`src/rtl/bfd_pkg.sv`:
```
// ----------------------------------------------------------------------------
// bfd_pkg
// Shared types, widths and register codes of the box filter downsampler.
// ----------------------------------------------------------------------------
package bfd_pkg;

    localparam int SAMPLE_BITS  = 24;
    localparam int SUM_BITS     = 32;
    localparam int MAX_FACTOR   = 16;
    localparam int MAX_WIDTH    = 4096;
    localparam int HEIGHT_LIMIT = 4096;

    localparam int FACTOR_BITS  = 5;
    localparam int SIZE_BITS    = 13;
    localparam int POS_BITS     = 12;
    localparam int SUB_BITS     = 4;
    localparam int DIVISOR_BITS = 9;
    localparam int CFG_IDX_BITS = 2;
    localparam int CFG_DATA_BITS = 13;

    localparam logic [CFG_IDX_BITS-1:0] REG_FACTOR      = 2'd0;
    localparam logic [CFG_IDX_BITS-1:0] REG_GRID_WIDTH  = 2'd1;
    localparam logic [CFG_IDX_BITS-1:0] REG_GRID_HEIGHT = 2'd2;

    typedef logic signed [SAMPLE_BITS-1:0] t_sample;
    typedef logic signed [SUM_BITS-1:0]    t_sum;
    typedef logic [FACTOR_BITS-1:0]        t_factor;
    typedef logic [SIZE_BITS-1:0]          t_size;
    typedef logic [CFG_IDX_BITS-1:0]       t_cfg_idx;
    typedef logic [CFG_DATA_BITS-1:0]      t_cfg_data;

endpackage

```
`src/rtl/bfd_div.sv`:
```
// ----------------------------------------------------------------------------
// bfd_div
// Radix-2 restoring divider: signed block sum over factor squared,
// truncated toward zero, one quotient bit per cycle.
// ----------------------------------------------------------------------------
module bfd_div (
    input  logic                                i_clk,
    input  logic                                i_rst_n,
    input  logic                                i_start,
    input  bfd_pkg::t_sum                       i_dividend,
    input  logic [bfd_pkg::DIVISOR_BITS-1:0]    i_divisor,
    output logic                                o_done,
    output bfd_pkg::t_sample                    o_quot
);

    localparam int CNT_BITS = $clog2(bfd_pkg::SUM_BITS);

    logic                              r_busy, n_busy;
    logic                              r_done, n_done;
    logic [CNT_BITS-1:0]               r_cnt, n_cnt;
    logic [bfd_pkg::DIVISOR_BITS-1:0]  r_rem, n_rem;
    logic [bfd_pkg::DIVISOR_BITS-1:0]  r_dvs, n_dvs;
    logic [bfd_pkg::SUM_BITS-1:0]      r_quo, n_quo;
    logic                              r_neg, n_neg;

    logic [bfd_pkg::DIVISOR_BITS:0]    trial;
    logic [bfd_pkg::DIVISOR_BITS:0]    diff;
    logic                              qbit;
    logic [bfd_pkg::SUM_BITS-1:0]      q_signed;

    always_comb begin
        n_busy = r_busy;
        n_done = 1'b0;
        n_cnt  = r_cnt;
        n_rem  = r_rem;
        n_dvs  = r_dvs;
        n_quo  = r_quo;
        n_neg  = r_neg;
        trial  = {r_rem, r_quo[bfd_pkg::SUM_BITS-1]};
        diff   = trial - {1'b0, r_dvs};
        qbit   = (trial >= {1'b0, r_dvs});
        if (i_start) begin
            n_busy = 1'b1;
            n_cnt  = '0;
            n_rem  = '0;
            n_dvs  = i_divisor;
            n_neg  = i_dividend[bfd_pkg::SUM_BITS-1];
            n_quo  = i_dividend[bfd_pkg::SUM_BITS-1] ? (-i_dividend) : i_dividend;
        end else if (r_busy) begin
            n_rem = qbit ? diff[bfd_pkg::DIVISOR_BITS-1:0] : trial[bfd_pkg::DIVISOR_BITS-1:0];
            n_quo = {r_quo[bfd_pkg::SUM_BITS-2:0], qbit};
            n_cnt = r_cnt + 1'b1;
            if (r_cnt == CNT_BITS'(bfd_pkg::SUM_BITS - 1)) begin
                n_busy = 1'b0;
                n_done = 1'b1;
            end
        end
    end

    always_ff @(posedge i_clk) begin
        if (!i_rst_n) begin
            r_busy <= 1'b0;
            r_done <= 1'b0;
            r_cnt  <= '0;
        end else begin
            r_busy <= n_busy;
            r_done <= n_done;
            r_cnt  <= n_cnt;
        end
        r_rem <= n_rem;
        r_dvs <= n_dvs;
        r_quo <= n_quo;
        r_neg <= n_neg;
    end

    assign q_signed = r_neg ? (-r_quo) : r_quo;
    assign o_quot   = q_signed[bfd_pkg::SAMPLE_BITS-1:0];
    assign o_done   = r_done;

endmodule
```
`config.mk`:
```
export PLATFORM = sky130hd
export DESIGN_NAME = bfd_div
export DESIGN_NICKNAME = d
export VERILOG_FILES = /design/src/rtl/bfd_pkg.sv /design/src/rtl/bfd_div.sv
export SDC_FILE = /design/constraint.sdc
export NUM_CORES = 1
export LEC_CHECK = 0
export BUFFER_PORTS_ARGS = -buffer_cell sky130_fd_sc_hd__buf_4
export CAP_MARGIN = 20
export CORE_ASPECT_RATIO = 0.75
export CORE_MARGIN = 5
export CORE_UTILIZATION = 57
export DETAILED_ROUTE_END_ITERATION = 8
export MAX_ROUTING_LAYER = met4
export PLACE_DENSITY = 0.78
export SLEW_MARGIN = 20
export SYNTH_ARGS = -nofsm -noshare
export SYNTH_HDL_FRONTEND = slang
export SYNTH_SLANG_ARGS = --single-unit
```
`constraint.sdc`:
```
create_clock -name i_clk -period 3.8 [get_ports i_clk]
set_clock_uncertainty 0.2 [all_clocks]
set_input_delay 0.57 -clock i_clk [delete_from_list [all_inputs] [get_ports i_clk]]
set_output_delay 0.57 -clock i_clk [all_outputs]
set_load 0.02 [all_outputs]
```
# Word level (Yosys, flattened, before mapping)
# Index checks and enable logic that the tools add are counted.
# word_totals
reg_bits,58
out_inout_bits,25
elab_cells,27
in_bits,44
# op_classes
mux,9
bitwise_logic,2
magnitude_cmp,1
n_reduce_logical,3
n_addsub,4
n_eq_ne,1
# ops
op,n
32-bit two-way mux,3
32-bit negation,1
24-bit two-way mux,1
24-bit negation,1
10-bit by 9-bit greater-or-equal comparator with 1-bit output,1
9-bit two-way mux,1
9-bit subtractor,1
5-bit by 1-bit adder with 5-bit output (second input constant),1
5-bit == test (second input constant),1
1-bit two-way mux,4
3-bit OR reduction,1
1-bit inverter,2
2-bit nonzero test,1
2-bit OR reduction,1

# Longest topological paths before layout
# Gate-level depths: netlist of run 1.
# logic_depth
depth_word,4
ltp_mapped,10
depth_no_buf,10

# Worst setup path after synthesis of run 1
# Ideal clock, no wire load.
# synth_timing
path_type,reg-to-output
start,register r_quo[15] (netlist bit)
end,output o_quot[23]
arrival_ps,2456
n_path_buf,0
path_slack_ps,574
path_stages_with_launch,7
required_time_ps,3030
cell_sequence,edfxtp_1 or3_4 or3_4 or4_4 or3_4 o31ai_4 xnor2_1
# synth_via
elab_chain_cells,2
# synth_rtl
item,line_no,text
"start, declared",bfd_div.sv:23,"logic [bfd_pkg::SUM_BITS-1:0] r_quo, n_quo;"
"start signal, assigned",bfd_div.sv:72,r_quo <= n_quo;
24-bit negation,bfd_div.sv:76,assign q_signed = r_neg ? (-r_quo) : r_quo;
24-bit two-way mux,bfd_div.sv:76,
"end, declared",bfd_div.sv:13,output bfd_pkg::t_sample o_quot
# Every way passes these cells.

# Final worst setup path of run 1
# layout_timing
start,register r_quo[4] (netlist bit)
end,output o_quot[17]
# Same word-level chain as after synthesis.

==> results of run 1 <==
per-stage QoR:
stage | util (%) | hold WS (ns) | setup slack [ns]
floorplan | - | 0.253 | 0.574
global placement | 66.1 | 0.276 | 0.511
detailed placement | 66.1 | 0.285 | 0.476
CTS | 69.7 | 0.199 | 0.106
global route | 69.8 | 0.192 | 0.00201
finish | 69.8 | 0.213 | 0.0987
worst paths after layout:
| kind | startpoint | to | slack, ns |
|---|---|---|---|
| worst max-delay path | r_quo[4]$_DFFE_PP_ | o_quot[17] | 0.1 |
| worst min-delay path | i_divisor[7] | r_dvs[7]$_DFFE_PP_ | 0.21 |
| worst max register to register | r_dvs[0]$_DFFE_PP_ | r_rem[0]$_SDFFE_PP0P_ | 0.97 |
| worst min register to register | r_rem[7]$_SDFFE_PP0P_ | r_rem[7]$_SDFFE_PP0P_ | 0.29 |
synthesized netlist by cell type, types with 4 or more instances:
cell | instances | share of area (%)
a211oi_1 | 8 | 1.5
a21oi_1 | 31 | 4.0
a31oi_1 | 4 | 0.64
clkbuf_1 | 17 | 1.6
dfxtp_1 | 16 | 8.3
edfxtp_1 | 42 | 32
ha_1 | 13 | 4.2
inv_1 | 17 | 1.6
mux2_2 | 5 | 1.5
mux2i_1 | 10 | 2.6
nand2_1 | 22 | 2.1
nand2b_1 | 10 | 1.6
nand3_1 | 4 | 0.52
nand4_1 | 8 | 1.3
nor2_1 | 46 | 4.4
nor2b_1 | 10 | 1.6
nor3_1 | 11 | 1.4
o21ai_0 | 20 | 2.6
o31ai_1 | 14 | 2.7
o41ai_1 | 5 | 1.1
or2_2 | 4 | 0.64
or3_1 | 10 | 1.6
or3_4 | 4 | 1.2
xnor2_1 | 34 | 7.7
xor2_1 | 19 | 4.3
where the power goes:
group / internal, W / switching (W) / leakage [nW]
clock network: 0.000449 / 0.000241 / 0.124
logic: 0.000232 / 0.000270 / 1.16
registers: 0.000751 / 0.0000536 / 0.544
registers in the layout (all words and copies together), names as in the netlist:
register / flops
r_quo: 32
r_dvs: 9
r_rem: 9
r_cnt: 5
o_done: 1
r_busy: 1
r_neg: 1
layer usage:
layer / global-route usage (%) / part of all wire (%)
met2: 33.1 / 46
met4: 5.64 / 0.70
met1: 29.5 / 47
met3: 4.32 / 6.0
met5: - / 0
cell families after synthesis:
family                   Yosys count  synth area share (%)
XOR/XNOR                          53                  12.0
adder cells (fa/ha/maj)           14                  4.71
flip-flops                        58                  40.7
buffers and inverters             37                  3.67
multiplexers                      15                  4.03
AND/OR/NAND/NOR                  139                  18.9
AO/OA/AOI/OAI                     97                  16.0
cell type report:
type | count | area, sq um
well taps | 84 | 105
clock inverters | 6 | 104
repair buffers | 73 | 548
multi-input cells | 318 | 2160
clock buffers | 10 | 138
flip-flops and latches | 58 | 1580
fillers | 520 | 2030
inverters | 18 | 67.6
timing repair:
item,4_1_cts,5_1_grt
endpoints found under the setup margin,0,1
gates resized for setup,0,0
buffers inserted,0,1
==> flow_summary.json, run 1 <==
{
  "vias": 3220,
  "critPathArrivalTime_ns": 2.93,
  "crit_slowest_cell": "edfxtp_1",
  "clkLatencyLatePin_ns": 0.33,
  "grt_antenna_before_repair": 0,
  "crit_family": "simple AND/OR/NAND/NOR gates",
  "tightest_slew_ns": 0.776,
  "p_total_w": 0.00200,
  "drt_iter0_drc": 223,
  "start_kind": "flop",
  "critPathKind": "flop to output port",
  "fmax_mhz": 270,
  "crit_path_end_kind": "output port",
  "die_h_um": 81.5,
  "critPathMaxFanout": 5,
  "holdPathStages": 1,
  "worstHoldPathType": "input pin to flop",
  "die_area_sq_um": 8580,
  "hold_buffers": 0,
  "synthesis.nets": 471,
  "fp.dieW_um": 105,
  "start_util_pct": 57.7,
  "grt-ovfl-total": 0,
  "synthCells": 413,
  "grt_pass1_vias": 2954,
  "synth-async-reset-ratio_pct": 0,
  "synth_enable_flop_cells": 42,
  "htree_levels": 3,
  "row_count": 26,
  "nNetsFinal": 536,
  "pin_count": 69,
  "drive_gt1_share_pct": 22.2,
  "synthFlopType": "edfxtp_1",
  "final_cell_mix": "73 x buf_4, 46 x nor2_1, 42 x edfxtp_1, 34 x xnor2_1, 31 x a21oi_1",
  "gp_congestion": 0.901,
  "postPlaceCellArea_sq_um": 4450,
  "cp_cell_sequence": "or3_1, or3_1, or3_4, or2_2, o31ai_1, xnor2_1, buf_4",
  "clkSlewWorstSetupHoldPaths_ns": 0.07,
  "finalMaxSlewViolations": 0,
  "syn2layout_area_growth_pct": 21.1,
  "clock_path_buffers": 2,
  "slew_headroom_pct": 48.3,
  "grt_pass1_wl_mm": 14.3,
  "routedWlPerCell_um": 15.3,
  "cts_tree": "done",
  "insertedDiodeCount": 0,
  "ys_ff_latch": 58,
  "post-dp-hpwl_mm": 6.41,
  "hold_violations": 0,
  "tns_ns": 0,
  "first_pass_iters": 5,
  "synthesis.area_sq_um": 3880,
  "portBuffers": 68,
  "wirelength_mm": 8.67,
  "crit_required_ns": 3.03,
  "rsz0062_at_grt": "false",
  "layout_commonest_cell": "buf_4",
  "setup_viol": 0,
  "status": "complete, no violations",
  "root_buffer": "clkbuf_8",
  "final_cells": 567,
  "synth_warnings": 0,
  "max-vdd-ir-drop_uv": 221,
  "p_per_area_nw_per_um2": 425,
  "yosysSeqAreaShare_pct": 40.7,
  "avgSynthCellArea_sq_um": 9.40,
  "grt_usage_pct": 21.5,
  "final_area_sq_um": 4700,
  "critPathBufInv": 1,
  "drtAntennaViolNets": 0,
  "crit_top_cell": "or3_1",
  "clock-sinks": 58,
  "core-area_sq_um": 6730,
  "cp.depth": 7,
  "cts_buffers": 9,
  "leakagePower_nw": 1.82,
  "viasPerCell": 5.68,
  "grt_max_degree": 64,
  "max_stage_delay_ns": 0.45,
  "max-cap-violations": 0,
  "timing.final.crit_share_pct": 97.4,
  "placed_cells": 550,
  "reg2regPathDepth": 9,
  "drc": 0,
  "synth_cell_type_count": 45,
  "period_minus_slack_ns": 3.70
}
No activity file was read; power rests on OpenSTA's default activity.
==> inputs of run 2 (changes only) <==
--- a/config.mk
+++ b/config.mk
@@ -13,6 +13,7 @@
 export DETAILED_ROUTE_END_ITERATION = 8
 export MAX_ROUTING_LAYER = met4
 export PLACE_DENSITY = 0.78
+export SETUP_SLACK_MARGIN = 0.4
 export SLEW_MARGIN = 20
 export SYNTH_ARGS = -nofsm -noshare
 export SYNTH_HDL_FRONTEND = slang
==> run 2 against run 1 <==
  * Clock power about the same
  * Register-to-register slack worse by 0.03 ns
  * Via count up 3.4%
  * Setup slack better by 0.18 ns
  * Non-clock buffer count up 16
  * Hold slack worse by 0.0050 ns
  * Cell count up 2.8%
  * Utilization up 2.7 points
  * Design area up 3.8%
  * Fmax up 5.1%
  * Flip-flop and latch count unchanged
  * First-iteration DRC count down 9.0%
  * Critical endpoint is now o_quot[14]
  * Largest cell class unchanged
  * Largest power group unchanged
==> flow_summary.json, run 2 (synthesis gave the netlist of run 1 again) <==
{
  "max_stage_delay_ns": 0.41,
  "drive_gt1_share_pct": 26.3,
  "cp_cell_sequence": "or3_4, or3_4, or3_4, or2_2, o21ai_0, xnor2_1, buf_4",
  "hold_buffers": 0,
  "grt_usage_pct": 22.8,
  "setup_viol": 0,
  "leakagePower_nw": 1.91,
  "max-cap-violations": 0,
  "cts_buffers": 9,
  "critPathMaxFanout": 5,
  "drtAntennaViolNets": 0,
  "top_regs": "r_quo (32), r_dvs (9), r_rem (9)",
  "power.switching_w": 0.000581,
  "grt_antenna_before_repair": 0,
  "seqPwrFrac_pct": 39.5,
  "grt_pass1_wl_mm": 15.0,
  "top_register": "r_quo",
  "hold_violations": 0,
  "routedWlPerCell_um": 16.0,
  "final_cell_mix": "87 x buf_4, 46 x nor2_1, 42 x edfxtp_1, 34 x xnor2_1, 31 x a21oi_1",
  "pwr-share-comb_pct": 26.4,
  "crit_path_end_kind": "output port",
  "clkLatencyLatePin_ns": 0.33,
  "postPlaceCellArea_sq_um": 4450,
  "root_buffer": "clkbuf_8",
  "syn2layout_area_growth_pct": 25.7,
  "multi_input_comb_area_sq_um": 2210,
  "htree_levels": 3,
  "status": "complete, no violations",
  "fillerInstances": 487,
  "start_kind": "flop",
  "grt_pass1_vias": 3077,
  "internal_power_w": 0.00145,
  "slew_headroom_pct": 35.7,
  "critPathBufInv": 1,
  "nNetsFinal": 552,
  "period_minus_slack_ns": 3.52,
  "clock_path_buffers": 2,
  "critPathArrivalTime_ns": 2.75,
  "tightest_slew_ns": 0.964,
  "start_util_pct": 57.7,
  "pin_count": 69,
  "critPathKind": "flop to output port",
  "crit_slowest_cell": "or3_4",
  "viasPerCell": 5.71,
  "fin_util_pct": 72.5,
  "switching_share_pct": 28.6,
  "first_pass_iters": 5,
  "fp.dieW_um": 105,
  "max-vdd-ir-drop_uv": 236,
  "clkSlewWorstSetupHoldPaths_ns": 0.07,
  "tns_ns": 0,
  "p_per_area_nw_per_um2": 416,
  "gp_congestion": 0.901,
  "final_area_sq_um": 4880,
  "core-area_sq_um": 6730,
  "rsz0062_at_grt": "true",
  "fmax_mhz": 284,
  "clock-sinks": 58,
  "crit_family": "simple AND/OR/NAND/NOR gates",
  "cts_tree": "done",
  "seqCellArea_sq_um": 1580,
  "die_area_sq_um": 8580,
  "drt_iter0_drc": 203,
  "layout_commonest_cell": "buf_4",
  "p_total_w": 0.00203,
  "die_h_um": 81.5,
  "wirelength_mm": 9.35,
  "crit_required_ns": 3.03,
  "vias": 3329,
  "worstHoldPathType": "input pin to flop",
  "finalMaxSlewViolations": 0,
  "post-dp-hpwl_mm": 6.41,
  "row_count": 26,
  "drc": 0,
  "insertedDiodeCount": 0,
  "p_clk_share_pct": 34.1,
  "timing.final.crit_share_pct": 92.7,
  "grt_max_degree": 64,
  "largest_register_ffs": 32,
  "grt-ovfl-total": 0,
  "crit_top_cell": "or3_4",
  "portBuffers": 68
}
## run 2: timing repair
item | CTS | global route
cloned | 0 | 0
setup endpoints to repair | 11 | 12
pin swaps | 9 | 4
buffers inserted | 14 | 3
resized for setup | 8 | 6
## run 2: cell type report
type,instances,share of cell area (%)
Multi-Input combinational cell,318,45.3
Clock inverter,6,2.13
Clock buffer,10,2.82
Timing Repair Buffer,89,13.8
Inverter,18,1.38
Tap cell,84,2.15
Sequential cell,58,32.4
## run 2: routing by layer
metal / global-route usage (%) / vias to the layer above / part of all wire [%]
met5: - / - / 0
met4: 6.68 / 0 / 1.5
met3: 4.56 / 19 / 5.7
met2: 35.2 / 96 / 47
met1: 30.8 / 1551 / 46
li1: - / 1663 / -
## run 2: final timing paths
path	startpoint	to	slack, ns	depth (start not counted)
max	r_quo[5]$_DFFE_PP_	o_quot[14]	0.28	7
min	i_divisor[7]	r_dvs[7]$_DFFE_PP_	0.21	1
max reg2reg	r_dvs[0]$_DFFE_PP_	r_rem[0]$_SDFFE_PP0P_	0.94	9
min reg2reg	r_rem[7]$_SDFFE_PP0P_	r_rem[7]$_SDFFE_PP0P_	0.29	2
## run 2: through the flow
step                hold WS, ns  setup slack [ns]  std cells
global placement          0.276             0.511        550
detailed placement        0.285             0.476        550
CTS                       0.199             0.245        580
global route              0.189             0.184        583
floorplan                 0.253             0.574        413
finish                    0.208             0.278        583
## run 2: power groups by stage
stage	Combinational [W]	Sequential, W	Clock, W
finish	0.000536	0.000802	0.000692
global route	0.000585	0.000808	0.000737
CTS	0.000530	0.000797	0.000703
detailed placement	0.000499	0.000817	0
global placement	0.000487	0.000812	0
floorplan	0.000330	0.000798	0
==> inputs of run 3 (changes only) <==
--- a/config.mk
+++ b/config.mk
@@ -9,10 +9,11 @@
 export CAP_MARGIN = 20
 export CORE_ASPECT_RATIO = 0.75
 export CORE_MARGIN = 5
-export CORE_UTILIZATION = 57
+export CORE_UTILIZATION = 58
+export CTS_BUF_LIST = sky130_fd_sc_hd__clkbuf_2 sky130_fd_sc_hd__clkbuf_4 sky130_fd_sc_hd__clkbuf_8
 export DETAILED_ROUTE_END_ITERATION = 8
 export MAX_ROUTING_LAYER = met4
-export PLACE_DENSITY = 0.78
+export PLACE_DENSITY = 0.79
 export SETUP_SLACK_MARGIN = 0.4
 export SLEW_MARGIN = 20
 export SYNTH_ARGS = -nofsm -noshare
==> run 3 against run 2 <==
  * Setup slack improved by 0.0032 ns
  * Combinational power about the same
  * Sequential share of layout area increased by 0.34 points
  * Register-to-register slack about the same
  * Routed wire length decreased by 0.26%
  * Highest routed layer unchanged
  * Cell count decreased by 1.0%
  * Sequential power about the same
  * Hold slack improved by 0.0013 ns
  * Critical path depth unchanged
  * Flip-flop and latch count unchanged
  * Count of clock-buffer cells in the layout increased by 1
  * Fmax about the same
==> flow_summary.json, run 3 (synthesis gave the netlist of run 1 again) <==
{
  "clock_path_buffers": 2,
  "cp_cell_sequence": "or3_4, or3_4, or3_4, or2_4, o31ai_2, xnor2_1, buf_4",
  "slew_headroom_pct": 38.4,
  "grt_usage_pct": 23.2,
  "nNetsFinal": 549,
  "crit_slowest_cell": "or3_4",
  "rrSetupSlack_ns": 0.93,
  "grt_max_degree": 55,
  "core-area_sq_um": 6410,
  "critPathBufInv": 1,
  "critPathMaxFanout": 4,
  "routedWlPerCell_um": 16.2,
  "fp.dieW_um": 104,
  "start_util_pct": 60.5,
  "start_kind": "flop",
  "tightest_slew_ns": 0.924,
  "crit_path_end_kind": "output port",
  "drtAntennaViolNets": 0,
  "postPlaceCellArea_sq_um": 4450,
  "vias": 3384,
  "p_clk_share_pct": 32.7,
  "die_h_um": 80.9,
  "layout_commonest_cell": "buf_4",
  "pwr-share-comb_pct": 26.9,
  "startpoint": "r_quo[5]$_DFFE_PP_",
  "setup_viol": 0,
  "status": "complete, no violations",
  "drive_gt1_share_pct": 26.0,
  "timing.final.crit_share_pct": 92.6,
  "clkSlewWorstSetupHoldPaths_ns": 0.07,
  "switching_share_pct": 29.5,
  "crit_required_ns": 3.03,
  "post-dp-hpwl_mm": 6.60,
  "rsz0062_at_grt": "true",
  "period_minus_slack_ns": 3.52,
  "internal_power_w": 0.00140,
  "seqPwrFrac_pct": 40.3,
  "top_regs": "r_quo (32), r_dvs (9), r_rem (9)",
  "insertedDiodeCount": 0,
  "grt_pass1_vias": 3207,
  "first_pass_iters": 4,
  "cp.depth": 7,
  "final_cell_mix": "86 x buf_4, 46 x nor2_1, 42 x edfxtp_1, 34 x xnor2_1, 31 x a21oi_1",
  "max-vdd-ir-drop_uv": 203,
  "pin_count": 69,
  "grt_antenna_before_repair": 0,
  "wirelength_mm": 9.33,
  "die_area_sq_um": 8450,
  "r2r_start": "r_dvs[0]$_DFFE_PP_",
  "worstHoldPathType": "input pin to flop",
  "root_buffer": "clkbuf_8",
  "power.switching_w": 0.000585,
  "clkLatencyLatePin_ns": 0.33,
  "leakagePower_nw": 1.89,
  "finalMaxSlewViolations": 0,
  "largest_register_ffs": 32,
  "gp_congestion": 0.876,
  "max_stage_delay_ns": 0.42,
  "fmax_mhz": 284,
  "grt_pass1_wl_mm": 15.5,
  "drt_iter0_drc": 185,
  "cts_tree": "done",
  "crit_top_cell": "or3_4",
  "critPathKind": "flop to output port",
  "viasPerCell": 5.86,
  "max-cap-violations": 0,
  "final_area_sq_um": 4830,
  "top_register": "r_quo",
  "portBuffers": 68,
  "row_count": 25,
  "crit_path_end": "o_quot[19]",
  "p_per_area_nw_per_um2": 411,
  "clock-sinks": 58,
  "critPathArrivalTime_ns": 2.75,
  "cts_buffers": 9,
  "hold_violations": 0,
  "r2r-end": "r_rem[0]$_SDFFE_PP0P_",
  "grt-ovfl-total": 0,
  "reg2regPathDepth": 9,
  "syn2layout_area_growth_pct": 24.4,
  "crit_family": "simple AND/OR/NAND/NOR gates",
  "htree_levels": 3,
  "tns_ns": 0,
  "drc": 0
}
## run 3: cell types whose count changed in the layout (fill, tap and decap cells not counted), sizes merged
cell / delta
buf: -3
bufinv: -1
clkbuf: +1
clkinv: -1
clkinvlp: +1
## run 3: what timing repair did
action	in CTS	in global routing
setup endpoints to repair	11	12
pin swaps	8	1
hold buffers	0	0
gates resized for setup	8	7
hold endpoints to repair	0	0
setup buffers	11	3
## run 3: layer usage
layer / part of all wire (%) / global-route usage (%)
met5: 0 / -
met4: 1.1 / 5.82
met3: 7.2 / 5.96
met2: 47 / 35.7
met1: 45 / 31.1
## run 3: how the worst min path moves through the flow
| stage | start | to | slack (ns) | cells after the start |
|---|---|---|---|---|
| after global placement | r_rem[7]$_SDFFE_PP0P_ | r_rem[7]$_SDFFE_PP0P_ | 0.28 | 2 |
| after CTS | i_divisor[6] | r_dvs[6]$_DFFE_PP_ | 0.20 | 1 |
| after floorplan | r_rem[2]$_SDFFE_PP0P_ | r_rem[2]$_SDFFE_PP0P_ | 0.25 | 2 |
| final | i_divisor[5] | r_dvs[5]$_DFFE_PP_ | 0.21 | 1 |
| after detailed placement | r_cnt[3]$_SDFFE_PP0P_ | r_cnt[3]$_SDFFE_PP0P_ | 0.29 | 2 |
| after global routing | i_divisor[3] | r_dvs[3]$_DFFE_PP_ | 0.19 | 1 |
## run 3: cell type report
| class | count | area, sq um |
|---|---|---|
| Clock inverter | 5 | 76.3 |
| Timing Repair Buffer | 86 | 646 |
| Multi-Input combinational cell | 318 | 2210 |
| Sequential cell | 58 | 1580 |
| Tap cell | 81 | 101 |
| Clock buffer | 11 | 151 |
| Fill cell | 461 | 1580 |
| Inverter | 18 | 67.6 |
## run 3: power by group through the flow
stage / logic [W] / clock network [W] / registers (W)
CTS: 0.000526 / 0.000656 / 0.000798
global route: 0.000585 / 0.000685 / 0.000807
finish: 0.000534 / 0.000650 / 0.000801
global placement: 0.000487 / 0 / 0.000812
detailed placement: 0.000501 / 0 / 0.000816
floorplan: 0.000330 / 0 / 0.000798
## run 3: stage by stage
stage | hold WS, ns | worst slack [ns] | cells | util, % | total power (W)
finish | 0.209 | 0.281 | 577 | 75.3 | 0.00199
CTS | 0.197 | 0.234 | 574 | 74.8 | 0.00198
floorplan | 0.253 | 0.574 | 413 | - | 0.00113
detailed placement | 0.293 | 0.479 | 547 | 69.4 | 0.00132
global route | 0.190 | 0.208 | 577 | 75.3 | 0.00208
global placement | 0.277 | 0.514 | 547 | 69.4 | 0.00130
